$ cat src/sv/lgpb_pkg.sv
`timescale 1ns / 1ps
// ----------------------------------------------------------------------------
// lgpb_pkg
// Shared types, widths and register codes for the linear gradient pixel blend.
// ----------------------------------------------------------------------------
package lgpb_pkg;

    // Coordinate and pixel widths
    localparam int COORD_BITS = 12;
    localparam int CHAN_W     = 8;

    // Configuration register widths
    localparam int DIR_W      = 16;
    localparam int MINP_W     = 29;
    localparam int ISPAN_W    = 25;
    localparam int STR_W      = 17;
    localparam int TGT_W      = 3 * CHAN_W;
    localparam int CFG_DATA_W = MINP_W;
    localparam int REG_IDX_W  = 3;

    // Projection datapath widths
    localparam int PROD_W  = COORD_BITS + 1 + DIR_W;
    localparam int PROJ_W  = PROD_W + 1;
    localparam int DIFF_W  = ((PROJ_W > MINP_W) ? PROJ_W : MINP_W) + 1;
    localparam int DPOS_W  = DIFF_W - 1;
    localparam int TPROD_W = DPOS_W + ISPAN_W;
    localparam int T_SHIFT = 22;
    localparam int TFULL_W = TPROD_W - T_SHIFT;

    // Q1.16 amount
    localparam int FRAC_W = 16;
    localparam int AMT_W  = FRAC_W + 1;
    localparam int TS_W   = 2 * AMT_W;
    localparam logic [AMT_W-1:0] AMT_ONE = AMT_W'(1 << FRAC_W);
    localparam logic [FRAC_W-1:0] ROUND_HALF = FRAC_W'(1 << (FRAC_W - 1));

    // Queue between front and back
    localparam int FIFO_DEPTH = 4;
    localparam int FIFO_PTR_W = $clog2(FIFO_DEPTH);
    localparam int FIFO_CNT_W = $clog2(FIFO_DEPTH + 1);

    // Register indexes
    typedef enum logic [REG_IDX_W-1:0] {
        REG_DIR_X      = 3'd0,
        REG_DIR_Y      = 3'd1,
        REG_MIN_PROJ   = 3'd2,
        REG_INV_SPAN   = 3'd3,
        REG_STRENGTH   = 3'd4,
        REG_TO_COLOR   = 3'd5,
        REG_TARGET_RGB = 3'd6
    } reg_index_t;

    typedef struct packed {
        logic signed [DIR_W-1:0]  dir_x;
        logic signed [DIR_W-1:0]  dir_y;
        logic signed [MINP_W-1:0] min_projection;
        logic [ISPAN_W-1:0]       inverse_span;
        logic [STR_W-1:0]         strength;
        logic                     to_color;
        logic [TGT_W-1:0]         target_rgb;
    } cfg_t;

    typedef struct packed {
        logic [CHAN_W-1:0] red;
        logic [CHAN_W-1:0] green;
        logic [CHAN_W-1:0] blue;
        logic [CHAN_W-1:0] alpha;
    } pixel_t;

    typedef struct packed {
        logic [AMT_W-1:0] amount;
        pixel_t           pixel;
    } queue_entry_t;

endpackage

$ cat src/sv/lgpb_back.sv
`timescale 1ns / 1ps
// ----------------------------------------------------------------------------
// lgpb_back
// Blends the color channels toward the target color, or fades alpha toward
// zero, by the amount, rounds half up and holds the result in the output register.
// ----------------------------------------------------------------------------
module lgpb_back
    import lgpb_pkg::*;
(
    input  logic              clk,
    input  logic              rst_n,
    input  cfg_t              cfg,
    input  logic              q_valid,
    output logic              q_ready,
    input  queue_entry_t      q_data,
    output logic              out_valid,
    input  logic              out_ready,
    output pixel_t            out_pixel
);

    localparam int MIX_W = CHAN_W + AMT_W;

    logic             b1_valid_reg;
    logic             out_valid_reg;
    logic             en_b1, en_out;
    logic [MIX_W-1:0] mix_reg  [4];
    logic [MIX_W-1:0] mix_next [4];
    pixel_t           out_pixel_reg, out_pixel_next;
    logic [AMT_W-1:0] amt_rgb, amt_alpha;

    // c * (1 - a) + target * a, in Q16
    function automatic logic [MIX_W-1:0] mix_chan(input logic [CHAN_W-1:0] c,
                                                  input logic [CHAN_W-1:0] tgt,
                                                  input logic [AMT_W-1:0]  a);
        logic [AMT_W-1:0] inv;
        inv = AMT_ONE - a;
        return (MIX_W'(c) * MIX_W'(inv)) + (MIX_W'(tgt) * MIX_W'(a));
    endfunction

    // Round half up and clamp to the channel range
    function automatic logic [CHAN_W-1:0] round_chan(input logic [MIX_W-1:0] m);
        logic [MIX_W:0] r;
        r = {1'b0, m} + (MIX_W + 1)'(ROUND_HALF);
        return (r[MIX_W:FRAC_W] > (MIX_W + 1 - FRAC_W)'({CHAN_W{1'b1}}))
               ? {CHAN_W{1'b1}} : r[FRAC_W +: CHAN_W];
    endfunction

    assign en_out  = !out_valid_reg || out_ready;
    assign en_b1   = !b1_valid_reg || en_out;
    assign q_ready = en_b1;

    // A zero amount passes a channel through unchanged
    assign amt_rgb   = cfg.to_color ? q_data.amount : '0;
    assign amt_alpha = cfg.to_color ? '0 : q_data.amount;

    // Blend products
    always_comb
    begin
        mix_next[0] = mix_chan(q_data.pixel.red,   cfg.target_rgb[2*CHAN_W +: CHAN_W],
                               amt_rgb);
        mix_next[1] = mix_chan(q_data.pixel.green, cfg.target_rgb[CHAN_W +: CHAN_W],
                               amt_rgb);
        mix_next[2] = mix_chan(q_data.pixel.blue,  cfg.target_rgb[0 +: CHAN_W], amt_rgb);
        mix_next[3] = mix_chan(q_data.pixel.alpha, '0, amt_alpha);
    end

    // Rounding into the output register
    always_comb
    begin
        out_pixel_next.red   = round_chan(mix_reg[0]);
        out_pixel_next.green = round_chan(mix_reg[1]);
        out_pixel_next.blue  = round_chan(mix_reg[2]);
        out_pixel_next.alpha = round_chan(mix_reg[3]);
    end

    always_ff @(posedge clk or negedge rst_n)
    begin
        if (!rst_n)
        begin
            b1_valid_reg  <= 1'b0;
            out_valid_reg <= 1'b0;
        end
        else
        begin
            if (en_b1)  b1_valid_reg  <= q_valid;
            if (en_out) out_valid_reg <= b1_valid_reg;
        end
    end

    always_ff @(posedge clk)
    begin
        if (en_b1)
        begin
            for (int i = 0; i < 4; i++)
            begin
                mix_reg[i] <= mix_next[i];
            end
        end
        if (en_out)
        begin
            out_pixel_reg <= out_pixel_next;
        end
    end

    assign out_valid = out_valid_reg;
    assign out_pixel = out_pixel_reg;

endmodule

$ cat config.mk
export PLATFORM = sky130hd
export DESIGN_NAME = lgpb_back
export DESIGN_NICKNAME = d
export VERILOG_FILES = /design/src/sv/lgpb_pkg.sv /design/src/sv/lgpb_back.sv
export SDC_FILE = /design/constraint.sdc
export NUM_CORES = 2
export LEC_CHECK = 0
export BUFFER_PORTS_ARGS = -buffer_cell sky130_fd_sc_hd__buf_2
export CORE_ASPECT_RATIO = 0.75
export CORE_MARGIN = 10
export CORE_UTILIZATION = 45
export DETAILED_ROUTE_END_ITERATION = 7
export PLACE_DENSITY = 0.61
export SKIP_CTS_REPAIR_TIMING = 1
export SLEW_MARGIN = 20
export SYNTH_ARGS = -nofsm -noshare
export SYNTH_HDL_FRONTEND = slang
export SYNTH_SLANG_ARGS = --single-unit
$ cat constraint.sdc
create_clock -name clk -period 2.85 [get_ports clk]
set_clock_uncertainty 0.15 [all_clocks]
set_input_delay 0.57 -clock clk [delete_from_list [all_inputs] [get_ports clk]]
set_output_delay 0.57 -clock clk [all_outputs]
set_load 0.02 [all_outputs]
==> results.toml <==
[synth]
synth-async-reset-ratio = 0.0270
synth_commonest_cells = "inv_1 (880), fa_1 (752), nand2_1 (495)"
ys_top_cells_by_area = "fa_1 (47%), inv_1 (10%), ha_1 (9.9%)"
synth_cells = 3546
synth.distinct_cells = 66
yosysMostFrequentCell = "inv_1"
seq_area_frac_synth = 0.0688
syn_area_um2 = 32200
synth_nets = 4734
ys_seq_elements = 74
avgSynthCellArea_um2 = 9.07
synth_top_area_frac = 0.468
synth_flop_cell = "edfxtp_1"
netlist.top_cell.by_area = "fa_1"
synth_edf_count = 72
yosys_warnings = 0

[sta]
timing.setup.tns_ps = -174260
worstMarginPinSlew_ps = 891
slew_headroom = 0.406
hold_violations = 0
worst_slack_ps = -4900
period_minus_slack_ps = 7750
clock.fmax_ghz = 0.129
drv_slew = 0
rsz0062_at_grt = "yes"
min_period_over_period = 2.72
setup_violations = 40

[grt]
gr-usage-all-layers = 0.211
grt_max_degree = 101
grt_overflow = 0
grt_pass1_wl_um = 139000
antenna_found_initial = 8
grt_pass1_vias = 24800

[routing]
wl_per_cell_um = 17.6
vias = 24300
vias_per_cell = 5.01
drc_errors = 0
routed_wl_um = 85700
drt-pass1-iter-count = 5
initialDrtViolationCount = 1699
ant_nets = 0

[cts]
cts_sinks = 74
clk_path_buf_depth = 2
clkTransAtPathRegs_ps = 70
cts_buffers = 9
root_buffer = "clkbuf_16"
htreeDepth = 3
worstSkewPairLatency_ps = 360
cts_tree = "yes"

[critical_path]
worstPathArrival_ps = 7720
slowest_delay_ps = 530
r2r-end = "out_pixel[24]"
cp_max_fo = 5
r2r-start = "mix_reg[0][17]"
critPathLaunchType = "input port"
crit_top_cell = "fa_1"
worst-r2r-setup-slack_ps = 700
critPathCaptureType = "flip-flop"
r2r_cells = 6
critPathKind = "in -> reg"
critPathRequiredTime_ps = 2820
cpMaxStageDelayCell = "fa_2"
cp-startpoint = "q_data[34]"

[final_layout]
fin_nets = 5091
drive_gt1_frac = 0.173
stdcell_count = 4859
fillCellCount = 6534
finish.instance_area_um2 = 37900
syn_to_final_growth_pct = 17.7
largest_reg_flops = 40
final_core_util = 0.538

[placed_design]
place_congestion = 0.862
dp_cells = 4806
port-buffer-count = 111
dp_hpwl_um = 71200
dpl_cell_area_um2 = 36500

[floorplanning]
io_pins = 215
start_util = 0.457
core_um2 = 70400
die_x_um = 329
die_h_um = 252
rows = 84
dieArea_um2 = 82700

[run_status]
status = "finished with violations"
violations = "negative setup slack"

[hold_path]
hold_start = "q_valid"
whs_endpoint = "b1_valid_reg"
hold_path_class = "in -> reg"
min_path_cells = 2

[flow_run]
cap_violations = 0
-- layout make-up --
type | instances | area (um^2) | share of cell area
Timing Repair Buffer | 517 | 3970 | 0.105
Tap cell | 946 | 1180 | 0.0313
Antenna cell | 5 | 12.5 | 0.000331
Sequential cell | 74 | 2210 | 0.0584
Multi-Input combinational cell | 2420 | 26800 | 0.709
Inverter | 881 | 3310 | 0.0875
Clock inverter | 6 | 91.3 | 0.00241
Clock buffer | 10 | 229 | 0.00605
-- cells in the final DEF, fill, tap and decap left out, drive strengths merged, types with 5 or more instances in the layout --
cell type  instances
inv              880
fa               752
buf              513
nand2            496
and2             259
and3             258
ha               255
edfxtp            72
nor2              62
xnor2             48
nand3             41
a21oi             40
xor2              36
nor2b             19
nand2b            18
o21ai             17
nor3              14
a21o              13
clkbuf            13
nand4              9
o21a               7
mux2i              6
or3                6
diode              5
nor4               5
-- cells by family (layout without fill, tap and decap cells) --
family / count (synthesis) / after routing / synth area share
buf+inv: 1052 / 1414 / 0.124
compound gates: 124 / 124 / 0.0264
other cells: 0 / 5 / 0
xor+xnor: 84 / 84 / 0.0229
fa+ha+maj: 1007 / 1007 / 0.567
mux: 6 / 6 / 0.00187
flops: 74 / 74 / 0.0688
simple gates: 1199 / 1199 / 0.189
-- per-stage QoR --
step	worst slack [ps]	hold WS, ps
after floorplan	-4840	124
after global placement	-5250	205
after detailed placement	-5370	210
after CTS	-4990	-187
after global routing	-5090	250
final	-4900	251
-- metal layers --
metal	vias to the layer above	GRT usage	part of all wire
met3	55	0.0338	0.079
met1	12200	0.336	0.49
met5	-	0	0.00019
met4	4	0.0302	0.011
met2	814	0.301	0.42
li1	11200	-	-
-- worst max-delay path, delay by kind of cell --
family | cells | cell delay (ps)
xor gates and xnor gates | 2 | 180
AOI/OAI and AO/OA | 7 | 1540
and+or+nand+nor | 6 | 1590
adders and majority gates | 7 | 3110
buffers and inverters | 8 | 740
-- worst max-delay path by stage --
| stage | endpoint | slack [ps] | cells past startpoint |
|---|---|---|---|
| 6_report | mix_reg[0][22] | -4900 | 30 |
| 5_1_grt | mix_reg[0][22] | -5090 | 30 |
| 4_1_cts | mix_reg[0][22] | -4990 | 28 |
| 3_5_place_dp | mix_reg[0][22] | -5370 | 28 |
| 3_3_place_gp | mix_reg[0][22] | -5250 | 28 |
| 2_1_floorplan | mix_reg[2][21] | -4840 | 28 |
Power is not shown: default switching activity piles up to over one toggle a cycle in this logic, so the estimate is an artifact.
