[src/sv/lgpb_pkg.sv]
`timescale 1ns / 1ps
// ----------------------------------------------------------------------------
// lgpb_pkg
// Shared types, widths and register codes for the linear gradient pixel blend.
// ----------------------------------------------------------------------------
package lgpb_pkg;

    // Coordinate and pixel widths
    localparam int COORD_BITS = 12;
    localparam int CHAN_W     = 8;

    // Configuration register widths
    localparam int DIR_W      = 16;
    localparam int MINP_W     = 29;
    localparam int ISPAN_W    = 25;
    localparam int STR_W      = 17;
    localparam int TGT_W      = 3 * CHAN_W;
    localparam int CFG_DATA_W = MINP_W;
    localparam int REG_IDX_W  = 3;

    // Projection datapath widths
    localparam int PROD_W  = COORD_BITS + 1 + DIR_W;
    localparam int PROJ_W  = PROD_W + 1;
    localparam int DIFF_W  = ((PROJ_W > MINP_W) ? PROJ_W : MINP_W) + 1;
    localparam int DPOS_W  = DIFF_W - 1;
    localparam int TPROD_W = DPOS_W + ISPAN_W;
    localparam int T_SHIFT = 22;
    localparam int TFULL_W = TPROD_W - T_SHIFT;

    // Q1.16 amount
    localparam int FRAC_W = 16;
    localparam int AMT_W  = FRAC_W + 1;
    localparam int TS_W   = 2 * AMT_W;
    localparam logic [AMT_W-1:0] AMT_ONE = AMT_W'(1 << FRAC_W);
    localparam logic [FRAC_W-1:0] ROUND_HALF = FRAC_W'(1 << (FRAC_W - 1));

    // Queue between front and back
    localparam int FIFO_DEPTH = 4;
    localparam int FIFO_PTR_W = $clog2(FIFO_DEPTH);
    localparam int FIFO_CNT_W = $clog2(FIFO_DEPTH + 1);

    // Register indexes
    typedef enum logic [REG_IDX_W-1:0] {
        REG_DIR_X      = 3'd0,
        REG_DIR_Y      = 3'd1,
        REG_MIN_PROJ   = 3'd2,
        REG_INV_SPAN   = 3'd3,
        REG_STRENGTH   = 3'd4,
        REG_TO_COLOR   = 3'd5,
        REG_TARGET_RGB = 3'd6
    } reg_index_t;

    typedef struct packed {
        logic signed [DIR_W-1:0]  dir_x;
        logic signed [DIR_W-1:0]  dir_y;
        logic signed [MINP_W-1:0] min_projection;
        logic [ISPAN_W-1:0]       inverse_span;
        logic [STR_W-1:0]         strength;
        logic                     to_color;
        logic [TGT_W-1:0]         target_rgb;
    } cfg_t;

    typedef struct packed {
        logic [CHAN_W-1:0] red;
        logic [CHAN_W-1:0] green;
        logic [CHAN_W-1:0] blue;
        logic [CHAN_W-1:0] alpha;
    } pixel_t;

    typedef struct packed {
        logic [AMT_W-1:0] amount;
        pixel_t           pixel;
    } queue_entry_t;

endpackage

[src/sv/lgpb_fifo.sv]
`timescale 1ns / 1ps
// ----------------------------------------------------------------------------
// lgpb_fifo
// Short queue that decouples the amount pipeline from the blend stage.
// ----------------------------------------------------------------------------
module lgpb_fifo
    import lgpb_pkg::*;
(
    input  logic         clk,
    input  logic         rst_n,
    input  logic         wr_valid,
    output logic         wr_ready,
    input  queue_entry_t wr_data,
    output logic         rd_valid,
    input  logic         rd_ready,
    output queue_entry_t rd_data
);

    queue_entry_t            mem [FIFO_DEPTH];
    logic [FIFO_PTR_W-1:0]   wr_ptr_reg, wr_ptr_next;
    logic [FIFO_PTR_W-1:0]   rd_ptr_reg, rd_ptr_next;
    logic [FIFO_CNT_W-1:0]   count_reg, count_next;
    logic                    push, pop;

    assign wr_ready = (count_reg != FIFO_CNT_W'(FIFO_DEPTH));
    assign rd_valid = (count_reg != '0);
    assign push     = wr_valid && wr_ready;
    assign pop      = rd_valid && rd_ready;
    assign rd_data  = mem[rd_ptr_reg];

    // Pointer and occupancy update
    always_comb
    begin
        wr_ptr_next = wr_ptr_reg;
        rd_ptr_next = rd_ptr_reg;
        count_next  = count_reg;
        if (push)
        begin
            wr_ptr_next = (wr_ptr_reg == FIFO_PTR_W'(FIFO_DEPTH - 1)) ? '0 : wr_ptr_reg + 1'b1;
        end
        if (pop)
        begin
            rd_ptr_next = (rd_ptr_reg == FIFO_PTR_W'(FIFO_DEPTH - 1)) ? '0 : rd_ptr_reg + 1'b1;
        end
        if (push && !pop)
        begin
            count_next = count_reg + 1'b1;
        end
        else if (pop && !push)
        begin
            count_next = count_reg - 1'b1;
        end
    end

    always_ff @(posedge clk or negedge rst_n)
    begin
        if (!rst_n)
        begin
            wr_ptr_reg <= '0;
            rd_ptr_reg <= '0;
            count_reg  <= '0;
        end
        else
        begin
            wr_ptr_reg <= wr_ptr_next;
            rd_ptr_reg <= rd_ptr_next;
            count_reg  <= count_next;
        end
    end

    // Storage
    always_ff @(posedge clk)
    begin
        if (push)
        begin
            mem[wr_ptr_reg] <= wr_data;
        end
    end

`ifndef SYNTHESIS
    // Occupancy never exceeds the depth
    assert property (@(posedge clk) disable iff (!rst_n)
        count_reg <= FIFO_CNT_W'(FIFO_DEPTH))
        else $error("lgpb_fifo: occupancy above depth");

    // A lone push grows the occupancy by one
    assert property (@(posedge clk) disable iff (!rst_n)
        (push && !pop) |=> (count_reg == $past(count_reg) + 1'b1))
        else $error("lgpb_fifo: push not counted");

    // A lone pop shrinks the occupancy by one
    assert property (@(posedge clk) disable iff (!rst_n)
        (pop && !push) |=> (count_reg == $past(count_reg) - 1'b1))
        else $error("lgpb_fifo: pop not counted");

    // Pointers are equal exactly when the queue is empty or full
    assert property (@(posedge clk) disable iff (!rst_n)
        (wr_ptr_reg == rd_ptr_reg) == ((count_reg == '0) ||
                                       (count_reg == FIFO_CNT_W'(FIFO_DEPTH))))
        else $error("lgpb_fifo: pointers and occupancy disagree");
`endif

endmodule

[config.mk]
export PLATFORM = sky130hd
export DESIGN_NAME = lgpb_fifo
export DESIGN_NICKNAME = d
export VERILOG_FILES = /design/src/sv/lgpb_pkg.sv /design/src/sv/lgpb_fifo.sv
export SDC_FILE = /design/constraint.sdc
export NUM_CORES = 1
export LEC_CHECK = 0
export BUFFER_PORTS_ARGS = -buffer_cell sky130_fd_sc_hd__clkbuf_2
export CORE_ASPECT_RATIO = 1.4
export CORE_MARGIN = 3
export CORE_UTILIZATION = 35
export CTS_BUF_LIST = sky130_fd_sc_hd__clkbuf_2 sky130_fd_sc_hd__clkbuf_4 sky130_fd_sc_hd__clkbuf_8
export DETAILED_ROUTE_END_ITERATION = 8
export GPL_ROUTABILITY_DRIVEN = 0
export PLACE_DENSITY = 0.52
export SYNTH_ARGS = -nofsm -noshare
export SYNTH_HDL_FRONTEND = slang
export SYNTH_SLANG_ARGS = --single-unit
[constraint.sdc]
create_clock -name clk -period 5.8 [get_ports clk]
set_input_delay 0.58 -clock clk [delete_from_list [all_inputs] [get_ports clk]]
set_output_delay 0.58 -clock clk [all_outputs]
set_load 0.03 [all_outputs]
==> flow_metrics.py <==
metrics = {
    "run_status": {
        "status": "finished, final reports clean",
    },
    "clock_network": {
        "cts_sinks": 203,
        "clk_latency_ns": 0.53,
        "cts_setup_buffers": 0,
        "clock_path_buffers": 3,
        "post_cts_resized": 0,
        "postCtsHoldBufs": 1,
        "cts_made_buffers": 30,
        "cts_tree": "built",
        "cts-root-buf": "clkbuf_8",
        "htree_levels": 1,
        "clk_pin_slew_ns": 0.06,
    },
    "route": {
        "drc": 0,
        "vias": 3423,
        "postRouteWirelength_mm": 13.87,
        "wl_per_cell_um": 19.98,
        "drtAntennaViolNets": 0,
        "dr.pass1.iters": 4,
        "viasPerCell": 4.932,
        "initialDrtViolationCount": 131,
    },
    "sta": {
        "setup_viol": 0,
        "final-hold-violation-count": 0,
        "relSlewSlack_pct": 29.51,
        "post-route-min-period_ns": 3.107,
        "rsz0062_at_grt": "no",
        "hold_ws_ns": 0.2626,
        "fin_ws_ns": 2.693,
        "fmax_mhz": 321.9,
        "finalCritPeriodShare_pct": 53.57,
        "finalMaxSlewViolations": 0,
        "tightestPinTransition_ns": 1.057,
        "finalSetupTns_ns": 0,
        "skew_ns": 0.01269,
    },
    "place": {
        "port_buffers": 103,
        "pre_cts_ws_ns": 3.133,
        "place_inst": 645,
        "hpwl_mm": 8.388,
        "dpl_cell_area_mm2": 0.008312,
    },
    "finish": {
        "final_cells": 694,
        "drive_gt1_share_pct": 50.00,
        "multi_input_area_mm2": 0.001361,
        "layout.nets": 482,
        "layout_commonest_cell": "edfxtp_1",
        "diodes": 0,
        "fill_cells": 1845,
        "largest_register_ffs": 196,
        "design_area_mm2": 0.008887,
        "seqCellArea_mm2": 0.006066,
        "layout_common_cells": "196 x edfxtp_1, 103 x clkbuf_2, 49 x mux4_2",
        "syn2layout_area_growth_pct": 18.66,
    },
    "critical_path": {
        "setup.worst_path.class": "register to primary output",
        "cp-start-kind": "register",
        "rr_endpoint": "count_reg[2]",
        "r2r_start": "count_reg[1]",
        "reg2reg_depth": 8,
        "critPathCaptureType": "primary output",
        "cp.required_ns": 5.22,
        "r2r_slack_ns": 3.50,
        "worst_ep_arrival_time_ns": 2.53,
        "startpoint": "rd_ptr_reg[0]",
        "path_max_fanout": 52,
    },
    "yosys": {
        "avgSynthCellArea_um2": 25.56,
        "synth.yosys.seq_area_share_pct": 80.92,
        "syn_nets": 353,
        "synth.distinct_cells": 19,
        "synth_area_mm2": 0.007490,
        "synth_mux_area_share_pct": 15.59,
        "ys_ff_latch": 203,
        "synth-simple-area-share_pct": 0.9689,
        "synthAdderAreaFrac_pct": 1.270,
        "ys_warn_count": 0,
        "synth_compound_area_share_pct": 0,
        "postSynthCellCount": 293,
        "synth-xor-area-share_pct": 0.3508,
        "synth_top_family_by_area": "multiplexers",
    },
    "floorplan": {
        "rows": 62,
        "pin_count": 104,
        "coreArea_mm2": 0.02079,
        "die_h_um": 179.1,
        "fp.dieW_um": 129.6,
        "die_area_mm2": 0.02321,
        "start_util_pct": 36.03,
    },
    "global_route": {
        "grt_antenna_before_repair": 1,
        "grt_use_total_pct": 12.18,
        "grt_pass1_wl_mm": 21.27,
        "grt_max_degree": 53,
        "grt_pass1_vias": 3738,
        "grt_overflow": 0,
    },
    "worst_hold_path": {
        "min_path_cells": 1,
        "hp-start": "wr_data[1]",
        "hold_end": "mem[0][1]",
        "worstHoldPathType": "input pin to register",
    },
    "power_and_ir_drop": {
        "p_leak_nw": 3.093,
        "p_per_area_mw_per_mm2": 538.7,
        "vdd_drop_max_mv": 0.2731,
    },
    "run": {
        "maxCapViolations": 0,
    },
}
[logic make-up (layout without fill, tap and decap cells)]
family | count (synthesis) | after routing
buf+inv | 15 | 160
simple gates | 11 | 11
xor+xnor | 3 | 3
flops | 203 | 203
mux | 54 | 54
fa+ha+maj | 7 | 7
[power by group]
| group | leakage [nW] | internal [mW] | switching (mW) |
|---|---|---|---|
| combinational | 0.911 | 0.602 | 0.951 |
| sequential | 1.88 | 1.94 | 0.212 |
| clock | 0.307 | 0.596 | 0.484 |
| total | 3.09 | 3.14 | 1.65 |
[cells in the mapped netlist]
cell type | number | area (um^2)
and2_4 | 1 | 8.760
and3_2 | 4 | 30.03
buf_2 | 6 | 30.03
buf_4 | 1 | 7.510
clkbuf_1 | 5 | 18.77
dfrtp_1 | 7 | 175.2
edfxtp_1 | 196 | 5886
fa_1 | 1 | 20.02
ha_1 | 6 | 75.07
inv_1 | 3 | 11.26
mux2_2 | 3 | 33.78
mux2_4 | 2 | 30.03
mux4_2 | 49 | 1104
nand2_1 | 1 | 3.750
nor2_1 | 3 | 11.26
or3_2 | 1 | 7.510
or3b_4 | 1 | 11.26
xnor2_1 | 1 | 8.760
xor2_1 | 2 | 17.52
[layout make-up]
class,instances,share of cell area (%)
clock buffers,45,6.195
repair buffers,109,6.335
flip-flops and latches,203,68.25
well taps,256,3.604
multi-input cells,75,15.32
clock inverters,3,0.1689
inverters,3,0.1267
[how the worst max path moves through the flow]
stage | slack (ns) | end
after floorplan | 3.58 | count_reg[2]
after global placement | 3.15 | rd_data[2]
after detailed placement | 3.13 | rd_data[2]
after CTS | 2.54 | rd_data[2]
after global routing | 2.45 | rd_data[2]
final | 2.69 | rd_data[16]
[critical path, stage by stage, from the launching register on]
cell,delay (ns)
dfrtp_4,1.13
mux4_2,0.64
clkbuf_2,0.21
[metal layers]
metal	GRT usage [%]	up-vias	share of wire (%)
met5	0	-	0.065
met4	4.636	2	2.9
met3	2.385	31	5.2
met2	21.28	94	54
met1	14.87	1794	38
li1	-	1502	-
[metrics by stage]
stage                     total power [mW]  util, %
after global placement               3.770    39.98
after detailed placement             3.797    39.98
after floorplan                      3.293        -
final                                4.788    42.75
after CTS                            4.898    42.75
after global routing                 5.048    42.75
Power figures use the tool's default switching activity.
