**config.mk**
```make
export PLATFORM = sky130hd
export DESIGN_NAME = lgpb_front
export DESIGN_NICKNAME = d
export VERILOG_FILES = /design/src/sv/lgpb_pkg.sv /design/src/sv/lgpb_front.sv
export SDC_FILE = /design/constraint.sdc
export NUM_CORES = 2
export LEC_CHECK = 0
export BUFFER_PORTS_ARGS = -buffer_cell sky130_fd_sc_hd__buf_2
export CORE_MARGIN = 1
export CORE_UTILIZATION = 52
export CTS_CLUSTER_SIZE = 14
export DETAILED_ROUTE_END_ITERATION = 12
export PLACE_DENSITY = 0.67
export SETUP_SLACK_MARGIN = 0.2
export SLEW_MARGIN = 20
export SYNTH_ARGS = -nofsm -noshare
export SYNTH_HDL_FRONTEND = slang
export SYNTH_SLANG_ARGS = --single-unit
```
**constraint.sdc**
```tcl
create_clock -name clk -period 15.9 [get_ports clk]
set_input_delay 0 -clock clk [delete_from_list [all_inputs] [get_ports clk]]
set_output_delay 0 -clock clk [all_outputs]
set_load 0.005 [all_outputs]
```
**src/sv/lgpb_pkg.sv**
```systemverilog
`timescale 1ns / 1ps
// ----------------------------------------------------------------------------
// lgpb_pkg
// Shared types, widths and register codes for the linear gradient pixel blend.
// ----------------------------------------------------------------------------
package lgpb_pkg;

    // Coordinate and pixel widths
    localparam int COORD_BITS = 12;
    localparam int CHAN_W     = 8;

    // Configuration register widths
    localparam int DIR_W      = 16;
    localparam int MINP_W     = 29;
    localparam int ISPAN_W    = 25;
    localparam int STR_W      = 17;
    localparam int TGT_W      = 3 * CHAN_W;
    localparam int CFG_DATA_W = MINP_W;
    localparam int REG_IDX_W  = 3;

    // Projection datapath widths
    localparam int PROD_W  = COORD_BITS + 1 + DIR_W;
    localparam int PROJ_W  = PROD_W + 1;
    localparam int DIFF_W  = ((PROJ_W > MINP_W) ? PROJ_W : MINP_W) + 1;
    localparam int DPOS_W  = DIFF_W - 1;
    localparam int TPROD_W = DPOS_W + ISPAN_W;
    localparam int T_SHIFT = 22;
    localparam int TFULL_W = TPROD_W - T_SHIFT;

    // Q1.16 amount
    localparam int FRAC_W = 16;
    localparam int AMT_W  = FRAC_W + 1;
    localparam int TS_W   = 2 * AMT_W;
    localparam logic [AMT_W-1:0] AMT_ONE = AMT_W'(1 << FRAC_W);
    localparam logic [FRAC_W-1:0] ROUND_HALF = FRAC_W'(1 << (FRAC_W - 1));

    // Queue between front and back
    localparam int FIFO_DEPTH = 4;
    localparam int FIFO_PTR_W = $clog2(FIFO_DEPTH);
    localparam int FIFO_CNT_W = $clog2(FIFO_DEPTH + 1);

    // Register indexes
    typedef enum logic [REG_IDX_W-1:0] {
        REG_DIR_X      = 3'd0,
        REG_DIR_Y      = 3'd1,
        REG_MIN_PROJ   = 3'd2,
        REG_INV_SPAN   = 3'd3,
        REG_STRENGTH   = 3'd4,
        REG_TO_COLOR   = 3'd5,
        REG_TARGET_RGB = 3'd6
    } reg_index_t;

    typedef struct packed {
        logic signed [DIR_W-1:0]  dir_x;
        logic signed [DIR_W-1:0]  dir_y;
        logic signed [MINP_W-1:0] min_projection;
        logic [ISPAN_W-1:0]       inverse_span;
        logic [STR_W-1:0]         strength;
        logic                     to_color;
        logic [TGT_W-1:0]         target_rgb;
    } cfg_t;

    typedef struct packed {
        logic [CHAN_W-1:0] red;
        logic [CHAN_W-1:0] green;
        logic [CHAN_W-1:0] blue;
        logic [CHAN_W-1:0] alpha;
    } pixel_t;

    typedef struct packed {
        logic [AMT_W-1:0] amount;
        pixel_t           pixel;
    } queue_entry_t;

endpackage

```
**src/sv/lgpb_front.sv**
```systemverilog
`timescale 1ns / 1ps
// ----------------------------------------------------------------------------
// lgpb_front
// Four-stage pipeline: projects the coordinate, clamps to the span and
// computes the Q1.16 blend amount for each pixel.
// ----------------------------------------------------------------------------
module lgpb_front
    import lgpb_pkg::*;
(
    input  logic                  clk,
    input  logic                  rst_n,
    input  cfg_t                  cfg,
    input  logic                  in_valid,
    output logic                  in_ready,
    input  logic [COORD_BITS-1:0] pos_x,
    input  logic [COORD_BITS-1:0] pos_y,
    input  pixel_t                in_pixel,
    output logic                  out_valid,
    input  logic                  out_ready,
    output queue_entry_t          out_entry
);

    logic s1_valid_reg, s2_valid_reg, s3_valid_reg, s4_valid_reg;
    logic en1, en2, en3, en4;

    logic signed [PROD_W-1:0] px_reg, py_reg, px_next, py_next;
    logic [DPOS_W-1:0]        dpos_reg, dpos_next;
    logic [TFULL_W-1:0]       tfull_reg, tfull_next;
    logic [TS_W-1:0]          ts_reg, ts_next;
    pixel_t                   pix1_reg, pix2_reg, pix3_reg, pix4_reg;

    logic signed [DIFF_W-1:0] diff;
    logic [TPROD_W-1:0]       tprod;
    logic [AMT_W-1:0]         t_sat;
    logic [AMT_W-1:0]         s_sat;
    logic [TS_W:0]            ts_round;

    // Stage enables: a stage moves when it is empty or its successor moves
    assign en4      = !s4_valid_reg || out_ready;
    assign en3      = !s3_valid_reg || en4;
    assign en2      = !s2_valid_reg || en3;
    assign en1      = !s1_valid_reg || en2;
    assign in_ready = en1;

    // Stage 1: coordinate products
    always_comb
    begin
        px_next = PROD_W'($signed({1'b0, pos_x})) * PROD_W'(cfg.dir_x);
        py_next = PROD_W'($signed({1'b0, pos_y})) * PROD_W'(cfg.dir_y);
    end

    // Stage 2: distance past the minimum projection, zero when not positive
    always_comb
    begin
        diff = DIFF_W'(px_reg) + DIFF_W'(py_reg) - DIFF_W'(cfg.min_projection);
        if (!diff[DIFF_W-1] && (diff != '0))
        begin
            dpos_next = diff[DPOS_W-1:0];
        end
        else
        begin
            dpos_next = '0;
        end
    end

    // Stage 3: scale by the reciprocal span
    always_comb
    begin
        tprod      = TPROD_W'(dpos_reg) * TPROD_W'(cfg.inverse_span);
        tfull_next = tprod[TPROD_W-1:T_SHIFT];
    end

    // Stage 4: saturate t and strength, multiply
    always_comb
    begin
        t_sat   = (tfull_reg > TFULL_W'(AMT_ONE)) ? AMT_ONE : tfull_reg[AMT_W-1:0];
        s_sat   = (cfg.strength > STR_W'(AMT_ONE)) ? AMT_ONE : cfg.strength[AMT_W-1:0];
        ts_next = TS_W'(t_sat) * TS_W'(s_sat);
    end

    // Rounded amount toward the queue
    assign ts_round         = {1'b0, ts_reg} + (TS_W + 1)'(ROUND_HALF);
    assign out_entry.amount = ts_round[FRAC_W +: AMT_W];
    assign out_entry.pixel  = pix4_reg;
    assign out_valid        = s4_valid_reg;

    // Valid bits
    always_ff @(posedge clk or negedge rst_n)
    begin
        if (!rst_n)
        begin
            s1_valid_reg <= 1'b0;
            s2_valid_reg <= 1'b0;
            s3_valid_reg <= 1'b0;
            s4_valid_reg <= 1'b0;
        end
        else
        begin
            if (en1) s1_valid_reg <= in_valid;
            if (en2) s2_valid_reg <= s1_valid_reg;
            if (en3) s3_valid_reg <= s2_valid_reg;
            if (en4) s4_valid_reg <= s3_valid_reg;
        end
    end

    // Payload registers
    always_ff @(posedge clk)
    begin
        if (en1)
        begin
            px_reg   <= px_next;
            py_reg   <= py_next;
            pix1_reg <= in_pixel;
        end
        if (en2)
        begin
            dpos_reg <= dpos_next;
            pix2_reg <= pix1_reg;
        end
        if (en3)
        begin
            tfull_reg <= tfull_next;
            pix3_reg  <= pix2_reg;
        end
        if (en4)
        begin
            ts_reg   <= ts_next;
            pix4_reg <= pix3_reg;
        end
    end

endmodule

```
==> summary.txt <==
Outcome
  – Outcome: finished, final reports clean

GRT
  – Largest net degree at the start of global routing: 75
  – Gr usage total: 0.251
  – Grt total ovfl: 0
  – First-pass GRT wire length: 220000 um
  – Vias in the first global route: 41.8k
  – Number of antenna violations at the first check in global routing: 11

Layout
  – Layout Area Growth over Synthesis: 6.37%
  – Layout cells sized above 1: 0.0568
  – # nets final: 7857
  – Max FFs per register: 33

Yosys
  – Complex-gate fraction of the synthesized area: 0.0358
  – EDFF count, synth: 267
  – Simple-Gate Fraction of Synth Area: 0.149
  – Post-Synth XOR/XNOR Area: 0.0228
  – Synthesized Nets: 7768
  – Syn Std Cell Area: 56800 um^2
  – Post-synthesis mux area share: 0
  – Synth Area in Adders: 0.540
  – Largest family of logic cells by synthesized area: adder cells
  – Area contributors post-synth: fa_1 (44%), edfxtp_1 (14%), ha_1 (10%)
  – #FFs+latches synth: 271
  – Sequential share of the synthesized area: 0.143
  – Yosys Warn Count: 0
  – Post-synth cell types: 75
  – Syn Inst Count: 5879
  – Most frequent cell after synthesis: inv_1
  – Fraction of registers with async set/reset: 0.0148
  – Avg Cell Area, Syn: 9.65 um^2
  – Most instantiated cells after synthesis: inv_1 (1418), fa_1 (1246), nand2_1 (910)
  – Main synth FF type: edfxtp_1
  – Synth top area share: 0.440
  – Cell accounting for the most synthesized area: fa_1

Floorplan
  – Area of the die: 110000 um^2
  – # rows: 120
  – CORE AREA: 108000 um^2
  – Chip Height: 332 um
  – Die width: 332 um
  – Starting Density: 0.527
  – Ports: 239

CTS
  – Clk_lat worst skew: 600 ps
  – Clock-pin slew on the worst setup and hold paths: 60 ps
  – CTS Hold Buffers Added: 40
  – Inserted Clock Buffers: 28
  – Max clock buf depth: 3
  – Postcts setup bufs: 0
  – H-tree levels: 1
  – PostCTS Resize Cnt: 0
  – Clock root cell: clkbuf_16
  – TritonCTS clock tree: yes
  – Clock Sinks: 271

Critical path
  – CP delay by family, top: adder cells
  – Most used cell, CP: fa_1
  – WP depth: 26
  – Startpoint Class: flop
  – Required @ worst endpoint: 16230 ps
  – Worst-path fanout max: 41
  – Slowest CP cell: and2_1
  – Critical Path Max Stage Delay: 620 ps
  – Worst Path Buf+Inv: 4
  – Reg2reg path depth: 26
  – Crit. End Element: flop
  – Setup CP Type: flop to flop
  – Data arrival, critical path: 9220 ps

STA
  – Final setup fails: 0
  – Tcrit/Tclk final: 0.559
  – Max-slew headroom: 0.302
  – Worst-margin pin slew: 1050 ps
  – Final Max Slew Viols: 0
  – Min Tclk post-route: 8890 ps
  – Final hold viol count: 0
  – Fmax achieved: 112 MHz
  – RSZ-0062 raised after global routing: no
  – Clk_skew: 49.8 ps
  – Setup TNS: 0 ps

Route
  – Vias/cell: 5.27
  – DR WL/cell: 18.0 um
  – Total Wirelength: 133000 um
  – First-pass DRT Iterations: 5
  – DR iter-0 viols: 2309
  – Vias post-DR: 39.0k
  – Residual DRC count: 0
  – Final ANT Viol Nets: 0

Hold path
  – HP Class: input pin to flop
  – Worst hold path cell count: 3

Flow run
  – Max-cap violations: 0

Place
  – DP HPWL: 104000 um
  – Port buffer count: 213
  – RePlAce Congestion: 0.941
[cell type report]
type | count | area [um^2]
clock inverters | 16 | 183
clock buffers | 36 | 741
flip-flops and latches | 271 | 8120
inverters | 1418 | 5320
fillers | 9545 | 47300
well taps | 1403 | 1760
diodes | 8 | 20.0
multi-input cells | 3956 | 42500
repair buffers | 293 | 1770
[worst register-to-register path, stage by stage (launching register included)]
cell and delay, ps:
edfxtp_1 350, nor4_1 480, nand4_1 340, a21oi_2 190
buf_4 310, and2_1 630, nand2_1 190, fa_1 530
fa_1 520, fa_1 530, inv_1 60, fa_1 510
fa_1 500, inv_1 60, fa_1 470, inv_1 50
ha_1 290, nand4_1 110, a21oi_1 80, a2111oi_2 510
a21oi_1 240, o31a_1 400, o211a_1 270, o211ai_1 340
a31oi_1 210, a311oi_1 350, xnor2_1 110
[stage by stage]
step / hold WS (ps) / setup slack (ps) / instance area, um^2 / instances / util
2_1_floorplan: -296 / 8590 / 56800 / 5879 / -
3_3_place_gp: -192 / 7210 / 59000 / 7300 / 0.548
3_5_place_dp: -186 / 7000 / 59000 / 7300 / 0.548
4_1_cts: 37.3 / 6940 / 60300 / 7392 / 0.560
5_1_grt: 84.1 / 6490 / 60400 / 7398 / 0.561
6_report: 70.3 / 7010 / 60400 / 7401 / 0.561
[per-layer routing]
metal | up-vias | global-route usage | wire [um]
met2 | 1143 | 0.440 | 67200
met4 | 4 | 0.0754 | 4220
met1 | 20075 | 0.331 | 54000
met3 | 239 | 0.0246 | 7570
li1 | 17562 | - | -
met5 | - | 0 | 21
[worst paths after layout]
path,slack (ps),to,start
min reg2reg,410,pix2_reg[1],pix1_reg[1]
max reg2reg,7010,ts_reg[32],tfull_reg[25]
min,70,px_reg[1],cfg[113]
max,7010,ts_reg[32],tfull_reg[25]
max in group asynchronous,15410,s3_valid_reg,rst_n
min in group asynchronous,320,s1_valid_reg,rst_n
[layout by cell type, fill, tap and decap left out, drive strengths merged, types with 21 or more instances in the layout]
master | synthesis | routed
buf | 3 | 253
a21o | 43 | 43
inv | 1418 | 1420
fa | 1246 | 1246
and2 | 491 | 491
xor2 | 45 | 45
a21oi | 99 | 99
nand3 | 43 | 43
edfxtp | 267 | 267
ha | 455 | 455
nand4 | 21 | 21
dlygate4sd3 | 0 | 40
and3 | 28 | 28
nor2 | 219 | 219
xnor2 | 103 | 103
nand2 | 910 | 910
o21ai | 47 | 47
nor2b | 21 | 21
clkbuf | 231 | 36
nor3 | 27 | 27
[kinds of logic after synthesis]
| logic type | after synthesis |
|---|---|
| AO/OA/AOI/OAI | 297 |
| buffers and inverters | 1652 |
| adder cells (fa/ha/maj) | 1701 |
| AND/OR/NAND/NOR | 1810 |
| flip-flops | 271 |
| XOR/XNOR | 148 |
Power is left out: the tool's default activity adds up to more than one toggle a clock period on the data nets, which glitch-free logic cannot reach.
